File: src/rtl/core/twma_pkg.sv
package twma_pkg;

   // window and register geometry
   localparam int WINDOW          = 5;
   localparam int VALUE_WIDTH_DEF = 20;
   localparam int LIMIT_WIDTH     = 20;
   localparam int REG_WIDTH       = 2 * LIMIT_WIDTH;
   localparam int REG_COUNT       = 6;
   localparam int CSR_INDEX_W     = 3;

   // register indexes
   localparam logic [CSR_INDEX_W-1:0] REG_TEMP_WARN  = 3'd0;
   localparam logic [CSR_INDEX_W-1:0] REG_TEMP_CRIT  = 3'd1;
   localparam logic [CSR_INDEX_W-1:0] REG_HUMID_WARN = 3'd2;
   localparam logic [CSR_INDEX_W-1:0] REG_HUMID_CRIT = 3'd3;
   localparam logic [CSR_INDEX_W-1:0] REG_LIGHT      = 3'd4;
   localparam logic [CSR_INDEX_W-1:0] REG_GAS        = 3'd5;

   // channel codes
   localparam logic [1:0] CH_TEMP  = 2'd0;
   localparam logic [1:0] CH_HUMID = 2'd1;
   localparam logic [1:0] CH_LIGHT = 2'd2;
   localparam logic [1:0] CH_GAS   = 2'd3;

   typedef logic [REG_WIDTH-1:0] limit_reg_type;

   localparam limit_reg_type REG_RESET [REG_COUNT] = '{
      40'd2726299400, 40'd3670017000, 40'd6291459000,
      40'd8388610000, 40'd104857900,  40'd2097153000
   };

endpackage

File: src/rtl/core/trimmed_mean_window_alarm.sv
// Trimmed mean of a five-sample window with threshold alarm. Each item carries one
// sensor channel's window and a good-sample mask; the first maximum and first
// minimum of the good samples are dropped, the rest averaged (truncated toward
// zero) and checked against the channel's limits. The block takes one item per
// clock unless the result port stalls, with one stage each for
// the min/max search, the masked sum, the magnitude and reciprocal multiply for
// division by three, the quotient correction and sign, and the limit compares,
// whose register drives the result port. Two or four survivors divide by a shift.
// Stalls at the result port back up the stages one by one, so items keep flowing
// while any stage has a free slot. Limit registers are written via the csr port;
// the user must do so only while the block is idle; the block does not enforce it.
module trimmed_mean_window_alarm
   import twma_pkg::*;
#(
   parameter int VALUE_WIDTH = VALUE_WIDTH_DEF
) (
   input  logic                          clock,
   input  logic                          reset,
   input  logic                          req_valid,
   output logic                          req_ready,
   input  logic [1:0]                    req_channel,
   input  logic signed [VALUE_WIDTH-1:0] req_sample_0,
   input  logic signed [VALUE_WIDTH-1:0] req_sample_1,
   input  logic signed [VALUE_WIDTH-1:0] req_sample_2,
   input  logic signed [VALUE_WIDTH-1:0] req_sample_3,
   input  logic signed [VALUE_WIDTH-1:0] req_sample_4,
   input  logic [WINDOW-1:0]             req_valid_mask,
   output logic                          rsp_valid,
   input  logic                          rsp_ready,
   output logic [1:0]                    rsp_out_channel,
   output logic signed [VALUE_WIDTH-1:0] rsp_average,
   output logic                          rsp_average_valid,
   output logic                          rsp_warn,
   output logic                          rsp_crit,
   input  logic                          csr_write_en,
   input  logic [CSR_INDEX_W-1:0]        csr_index,
   input  logic [REG_WIDTH-1:0]          csr_wdata
);

   localparam int SUM_W    = VALUE_WIDTH + 2;
   localparam int MAG_W    = VALUE_WIDTH + 1;
   localparam int SHIFT    = MAG_W + 2;
   localparam int RECIP_W  = MAG_W + 1;
   localparam int PROD_W   = MAG_W + RECIP_W;
   localparam int CMP_W    = ((VALUE_WIDTH > LIMIT_WIDTH) ? VALUE_WIDTH : LIMIT_WIDTH) + 1;
   localparam int IDX_W    = $clog2(WINDOW);
   localparam logic [63:0] RECIP_FULL = (64'd1 << SHIFT) / 64'd3;
   localparam logic [RECIP_W-1:0] RECIP = RECIP_FULL[RECIP_W-1:0];

   function automatic logic signed [CMP_W-1:0] lim_ext(input logic [LIMIT_WIDTH-1:0] f);
      return CMP_W'(signed'(f));
   endfunction

   // limit registers
   limit_reg_type limit_ff [REG_COUNT];

   always_ff @(posedge clock) begin
      if (reset) begin
         for (int i = 0; i < REG_COUNT; i++) limit_ff[i] <= REG_RESET[i];
      end else if (csr_write_en && (csr_index < CSR_INDEX_W'(REG_COUNT))) begin
         limit_ff[csr_index] <= csr_wdata;
      end
   end

   // handshake chain
   logic v_a_ff, v_b_ff, v_c_ff, v_d_ff, rsp_valid_ff;
   logic rdy_a, rdy_b, rdy_c, rdy_d, rdy_e;

   assign rdy_e     = !rsp_valid_ff || rsp_ready;
   assign rdy_d     = !v_d_ff || rdy_e;
   assign rdy_c     = !v_c_ff || rdy_d;
   assign rdy_b     = !v_b_ff || rdy_c;
   assign rdy_a     = !v_a_ff || rdy_b;
   assign req_ready = rdy_a;

   always_ff @(posedge clock) begin
      if (reset) begin
         v_a_ff       <= 1'b0;
         v_b_ff       <= 1'b0;
         v_c_ff       <= 1'b0;
         v_d_ff       <= 1'b0;
         rsp_valid_ff <= 1'b0;
      end else begin
         if (rdy_a) v_a_ff       <= req_valid;
         if (rdy_b) v_b_ff       <= v_a_ff;
         if (rdy_c) v_c_ff       <= v_b_ff;
         if (rdy_d) v_d_ff       <= v_c_ff;
         if (rdy_e) rsp_valid_ff <= v_d_ff;
      end
   end

   // stage a: first max / first min search, seeded from the first good sample
   logic signed [VALUE_WIDTH-1:0] samp [WINDOW];
   logic signed [VALUE_WIDTH-1:0] hi_val, lo_val;
   logic [IDX_W-1:0]              hi_idx, lo_idx;
   logic                          found;
   logic [WINDOW-1:0]             keep_in;

   assign samp[0] = req_sample_0;
   assign samp[1] = req_sample_1;
   assign samp[2] = req_sample_2;
   assign samp[3] = req_sample_3;
   assign samp[4] = req_sample_4;

   always_comb begin
      hi_val = '0;
      lo_val = '0;
      hi_idx = '0;
      lo_idx = '0;
      found  = 1'b0;
      for (int k = 0; k < WINDOW; k++) begin
         if (req_valid_mask[k]) begin
            if (!found || samp[k] > hi_val) begin
               hi_val = samp[k];
               hi_idx = IDX_W'(k);
            end
            if (!found || samp[k] < lo_val) begin
               lo_val = samp[k];
               lo_idx = IDX_W'(k);
            end
            found = 1'b1;
         end
      end
      keep_in = req_valid_mask;
      if (found) begin
         keep_in[hi_idx] = 1'b0;
         keep_in[lo_idx] = 1'b0;
      end
   end

   logic [1:0]                    ch_a_ff;
   logic signed [VALUE_WIDTH-1:0] samp_a_ff [WINDOW];
   logic [WINDOW-1:0]             keep_a_ff;

   always_ff @(posedge clock) begin
      if (rdy_a) begin
         ch_a_ff   <= req_channel;
         samp_a_ff <= samp;
         keep_a_ff <= keep_in;
      end
   end

   // stage b: sum and count of surviving samples
   logic signed [SUM_W-1:0] sum_in;
   logic [2:0]              count_in;

   always_comb begin
      sum_in = '0;
      for (int k = 0; k < WINDOW; k++) begin
         if (keep_a_ff[k]) sum_in = sum_in + SUM_W'(samp_a_ff[k]);
      end
      // four survive only when every good sample is equal
      count_in = 3'($countones(keep_a_ff));
   end

   logic [1:0]              ch_b_ff;
   logic signed [SUM_W-1:0] sum_b_ff;
   logic [2:0]              count_b_ff;

   always_ff @(posedge clock) begin
      if (rdy_b) begin
         ch_b_ff    <= ch_a_ff;
         sum_b_ff   <= sum_in;
         count_b_ff <= count_in;
      end
   end

   // stage c: magnitude and reciprocal multiply for the divide by three
   logic [SUM_W-1:0]  mag_full;
   logic [MAG_W-1:0]  mag_in;
   logic [PROD_W-1:0] prod_in;
   logic              neg_in;

   always_comb begin
      neg_in   = sum_b_ff[SUM_W-1];
      mag_full = neg_in ? SUM_W'(-sum_b_ff) : SUM_W'(sum_b_ff);
      mag_in   = mag_full[MAG_W-1:0];
      prod_in  = PROD_W'(mag_in) * PROD_W'(RECIP);
   end

   logic [1:0]        ch_c_ff;
   logic [2:0]        count_c_ff;
   logic [SUM_W-1:0]  mag_c_ff;
   logic [PROD_W-1:0] prod_c_ff;
   logic              neg_c_ff;

   always_ff @(posedge clock) begin
      if (rdy_c) begin
         ch_c_ff    <= ch_b_ff;
         count_c_ff <= count_b_ff;
         mag_c_ff   <= mag_full;
         prod_c_ff  <= prod_in;
         neg_c_ff   <= neg_in;
      end
   end

   // stage d: quotient correction, select by count, restore sign
   logic [MAG_W-1:0]       mag_lo, q0, q3, rem, quot, avg_full;
   logic signed [VALUE_WIDTH-1:0] avg_in;
   logic                   avg_valid_in;

   always_comb begin
      mag_lo = mag_c_ff[MAG_W-1:0];
      // estimate is exact or one low
      q0  = {1'b0, prod_c_ff[PROD_W-1:SHIFT]};
      rem = mag_lo - (q0 + (q0 << 1));
      q3  = (rem >= MAG_W'(3)) ? q0 + MAG_W'(1) : q0;
      case (count_c_ff)
         3'd1:    quot = mag_lo;
         3'd2:    quot = mag_lo >> 1;
         3'd3:    quot = q3;
         3'd4:    quot = {1'b0, mag_c_ff[SUM_W-1:2]};
         default: quot = '0;
      endcase
      avg_full     = neg_c_ff ? (~quot + MAG_W'(1)) : quot;
      avg_in       = avg_full[VALUE_WIDTH-1:0];
      avg_valid_in = (count_c_ff != 3'd0);
   end

   logic [1:0]                    ch_d_ff;
   logic signed [VALUE_WIDTH-1:0] avg_d_ff;
   logic                          avg_valid_d_ff;

   always_ff @(posedge clock) begin
      if (rdy_d) begin
         ch_d_ff        <= ch_c_ff;
         avg_d_ff       <= avg_in;
         avg_valid_d_ff <= avg_valid_in;
      end
   end

   // stage e: limit compares, registered onto the result port
   logic signed [CMP_W-1:0] avg_ext;
   logic                    warn_in, crit_in;

   always_comb begin
      avg_ext = CMP_W'(avg_d_ff);
      warn_in = 1'b0;
      crit_in = 1'b0;
      case (ch_d_ff)
         CH_TEMP: begin
            warn_in = avg_ext < lim_ext(limit_ff[REG_TEMP_WARN][LIMIT_WIDTH-1:0])
                   || avg_ext > lim_ext(limit_ff[REG_TEMP_WARN][REG_WIDTH-1:LIMIT_WIDTH]);
            crit_in = avg_ext < lim_ext(limit_ff[REG_TEMP_CRIT][LIMIT_WIDTH-1:0])
                   || avg_ext > lim_ext(limit_ff[REG_TEMP_CRIT][REG_WIDTH-1:LIMIT_WIDTH]);
         end
         CH_HUMID: begin
            warn_in = avg_ext < lim_ext(limit_ff[REG_HUMID_WARN][LIMIT_WIDTH-1:0])
                   || avg_ext > lim_ext(limit_ff[REG_HUMID_WARN][REG_WIDTH-1:LIMIT_WIDTH]);
            crit_in = avg_ext < lim_ext(limit_ff[REG_HUMID_CRIT][LIMIT_WIDTH-1:0])
                   || avg_ext > lim_ext(limit_ff[REG_HUMID_CRIT][REG_WIDTH-1:LIMIT_WIDTH]);
         end
         CH_LIGHT: begin
            warn_in = avg_ext < lim_ext(limit_ff[REG_LIGHT][LIMIT_WIDTH-1:0]);
            crit_in = avg_ext < lim_ext(limit_ff[REG_LIGHT][REG_WIDTH-1:LIMIT_WIDTH]);
         end
         CH_GAS: begin
            warn_in = avg_ext > lim_ext(limit_ff[REG_GAS][LIMIT_WIDTH-1:0]);
            crit_in = avg_ext > lim_ext(limit_ff[REG_GAS][REG_WIDTH-1:LIMIT_WIDTH]);
         end
         default: begin
            warn_in = 1'b0;
            crit_in = 1'b0;
         end
      endcase
      if (!avg_valid_d_ff) begin
         warn_in = 1'b0;
         crit_in = 1'b0;
      end
   end

   logic [1:0]                    ch_e_ff;
   logic signed [VALUE_WIDTH-1:0] avg_e_ff;
   logic                          avg_valid_e_ff, warn_e_ff, crit_e_ff;

   always_ff @(posedge clock) begin
      if (rdy_e) begin
         ch_e_ff        <= ch_d_ff;
         avg_e_ff       <= avg_d_ff;
         avg_valid_e_ff <= avg_valid_d_ff;
         warn_e_ff      <= warn_in;
         crit_e_ff      <= crit_in;
      end
   end

   assign rsp_valid         = rsp_valid_ff;
   assign rsp_out_channel   = ch_e_ff;
   assign rsp_average       = avg_e_ff;
   assign rsp_average_valid = avg_valid_e_ff;
   assign rsp_warn          = warn_e_ff;
   assign rsp_crit          = crit_e_ff;

   // an empty result carries zero average and no alarms
   a_empty_result: assert property (@(posedge clock) disable iff (reset)
      rsp_valid && !rsp_average_valid |-> rsp_average == '0 && !rsp_warn && !rsp_crit)
      else $error("empty window result not cleared");

   // an accepted item always lands in the first stage
   a_accept_lands: assert property (@(posedge clock) disable iff (reset)
      req_valid && req_ready |=> v_a_ff)
      else $error("accepted item lost at first stage");

   // a free first stage never refuses an item
   a_free_ready: assert property (@(posedge clock) disable iff (reset)
      !v_a_ff |-> req_ready)
      else $error("input stalled with first stage empty");

endmodule

File: config.mk
export PLATFORM = sky130hd
export DESIGN_NAME = trimmed_mean_window_alarm
export DESIGN_NICKNAME = d
export VERILOG_FILES = /design/src/rtl/core/twma_pkg.sv /design/src/rtl/core/trimmed_mean_window_alarm.sv
export SDC_FILE = /design/constraint.sdc
export NUM_CORES = 2
export LEC_CHECK = 0
export CORE_MARGIN = 2
export CORE_UTILIZATION = 45
export DETAILED_ROUTE_END_ITERATION = 16
export DONT_BUFFER_PORTS = 1
export SYNTH_ARGS = -nofsm -noshare
export SYNTH_HDL_FRONTEND = slang
export SYNTH_SLANG_ARGS = --single-unit
export TNS_END_PERCENT = 5
File: constraint.sdc
create_clock -name clock -period 29 [get_ports clock]
set_clock_uncertainty 0.05 [all_clocks]
set_input_delay 5.8 -clock clock [delete_from_list [all_inputs] [get_ports clock]]
set_output_delay 5.8 -clock clock [all_outputs]
set_load 0.1 [all_outputs]
==> results.toml <==
[synthesis]
ys_warn_count = 0
synth.largest_area_cell = "edfxtp_1"
avgSynthCellArea_sq_um = 10.1
synth_edf_count = 470
synth_adder_area_share = 0.288
yosysMostFrequentCell = "ha_1"
netlist_instances = 4142
synth-simple-area-share = 0.120
synth-compound-area-share = 0.126
synth_top_cell_area_share = 0.337
yosys-top-cells-count = "ha_1, inv_1, edfxtp_1"
ys_seq_elements = 475
synthMuxAreaShare = 0.0326
synthesis.area_sq_um = 41900
ys.flop_type = "edfxtp_1"
synthArstFlopShare = 0
synth_area_leaders = "edfxtp_1, ha_1, fa_1"
synth_top_family_by_area = "adder cells"
ys_types = 90
yosys.area_share.xor_xnor = 0.0294
synth_nets = 5156
ys_seq_area_frac = 0.339

[global_routing]
antenna_found_initial = 4
grt_pass1_vias = 30000
grt_start_max_net_pins = 60
track_usage = 0.255
grt_pass1_wl_um = 184000
grt-ovfl-total = 0

[worst_setup_path]
r2r-end = "prod_c_ff[42]"
slowest_delay_ns = 0.92
reg2reg_slack_ns = 19.10
r2r-start = "sum_b_ff[0]"
crit_top_cell = "a21o_1"
cp_data_required_time_ns = 29.45
crit_end = "keep_a_ff[1]"
endpoint_kind = "register"
critPathMaxFanout = 43
crit_path_start = "req_valid_mask[0]"
slowest_stage = "nand2b_1"
reg2reg_depth = 30
worst-setup-path-type = "in2reg"
arrival_ns = 17.65
cp-start-kind = "input port"

[final_layout]
diodes = 0
register_area_sq_um = 14200
nets = 5179
area_growth_pct = 8.22
multi_input_area_sq_um = 25100
nFillCells = 8547
layout-drive-gt1-share = 0.0658

[clock_network]
cts_sinks = 475
post_cts_buffers = 0
clkTransAtPathRegs_ns = 0.06
cts_tree = "yes"
cts_max_level = 2
clk_latency_ns = 0.66
cts_resized = 0
cts_made_buffers = 55
root_buffer = "clkbuf_16"
cts_buffer_depth = 3
holdBufCountCts = 0

[placed_design]
port_buffers = 0
place_congestion = 0.939
place_hpwl_um = 94200

[drt]
viasPerCell = 5.68
drt-initial-drc-count = 2924
wire_per_inst_um = 22.2
drtAntennaViolNets = 0
via_count = 31000
wirelength_um = 121000
drtPass1Iterations = 6
route.detailed.drc = 0

[floorplanning]
num_io_pins = 182
rows = 111
die_h_um = 309
die-area_sq_um = 95600
start_util = 0.456
die_x_um = 309
core_sq_um = 91900

[sta]
final_hold_viol_count = 0
max_freq_mhz = 58.1
worst_slew_margin_rel = 0.136
worst_pin_slew_ns = 1.30
setup_tns_ns = 0
fin_crit_sh = 0.593
setup_viol = 0
timing.final.max_slew_violations = 0
period_needed_ns = 17.20
rsz0062_at_grt = "no"

[min_path]
worstHoldPathType = "reg2reg"

[status]
outcome = "finished, final reports clean"

[flow_run]
drv_cap = 0
cell usage in the layout (no fill, tap or decap), types with 53 or more instances in the layout:
| cell | Yosys | routed |
|---|---|---|
| ha_1 | 685 | 685 |
| inv_1 | 636 | 635 |
| edfxtp_1 | 470 | 470 |
| nor2_1 | 281 | 280 |
| nand2_1 | 266 | 266 |
| a21oi_1 | 183 | 182 |
| fa_1 | 174 | 174 |
| o21ai_0 | 169 | 168 |
| a21o_1 | 146 | 145 |
| xnor2_1 | 97 | 97 |
| mux2_2 | 85 | 85 |
| nand4_1 | 68 | 68 |
| nand3_1 | 58 | 57 |
| clkbuf_16 | 0 | 55 |
| nor3_1 | 54 | 54 |
| nor2b_1 | 53 | 53 |
worst max-delay path: cells and delay by family:
| family | cells | cell delay [ns] |
|---|---|---|
| buffers and inverters | 2 | 0.40 |
| adder cells (fa/ha/maj) | 4 | 1.16 |
| AND/OR/NAND/NOR | 8 | 2.55 |
| multiplexers | 4 | 1.26 |
| AO/OA/AOI/OAI | 32 | 6.43 |
layout make-up:
class	count	area share
Inverter	638	0.0528
Timing Repair Buffer	49	0.00811
Multi-Input combinational cell	2946	0.552
Sequential cell	475	0.313
Tap cell	1243	0.0343
Clock inverter	39	0.00736
Clock buffer	65	0.0318
metrics by stage:
step | hold WS (ns) | area (sq um) | cells | worst slack (ns) | util
final | 0.369 | 45400 | 5455 | 11.80 | 0.493
after global placement | 0.353 | 43600 | 5351 | 11.55 | 0.474
after floorplan | 0.350 | 41900 | 4142 | 12.47 | -
after CTS | 0.371 | 45400 | 5455 | 12.05 | 0.493
after detailed placement | 0.357 | 43600 | 5351 | 11.37 | 0.474
after global routing | 0.374 | 45400 | 5455 | 10.92 | 0.493
worst min path at each step:
stage | start | to | slack, ns | cells past startpoint
2_1_floorplan | ch_a_ff[0] | ch_b_ff[0] | 0.35 | 0
3_3_place_gp | count_b_ff[2] | count_c_ff[2] | 0.35 | 0
3_5_place_dp | ch_b_ff[1] | ch_c_ff[1] | 0.36 | 0
4_1_cts | ch_b_ff[1] | ch_c_ff[1] | 0.37 | 0
5_1_grt | ch_b_ff[1] | ch_c_ff[1] | 0.37 | 0
6_report | ch_b_ff[0] | ch_c_ff[0] | 0.37 | 0
logic make-up after synthesis:
| family | Yosys count |
|---|---|
| simple gates | 1025 |
| compound gates | 797 |
| xor+xnor | 139 |
| flops | 475 |
| buf+inv | 721 |
| fa+ha+maj | 859 |
| mux | 126 |
registers in the layout, summed over array words and instances, names as in the netlist, 2 cells and up:
register	cells
avg_d_ff	20
ch_a_ff	2
ch_b_ff	2
ch_c_ff	2
ch_d_ff	2
count_b_ff	3
count_c_ff	3
keep_a_ff	5
limit_ff	240
mag_c_ff	22
prod_c_ff	20
rsp_average	20
rsp_out_channel	2
samp_a_ff	100
sum_b_ff	22
per-layer routing:
layer | vias to the layer above | track usage | share of wire
li1 | 14800 | - | -
met1 | 14900 | 0.358 | 0.44
met2 | 1094 | 0.395 | 0.44
met3 | 225 | 0.0503 | 0.085
met4 | 4 | 0.0832 | 0.034
met5 | - | 0 | 0.00016
Power is left out: the tool's default activity adds up to more than one toggle a clock period on the data nets, which glitch-free logic cannot reach.
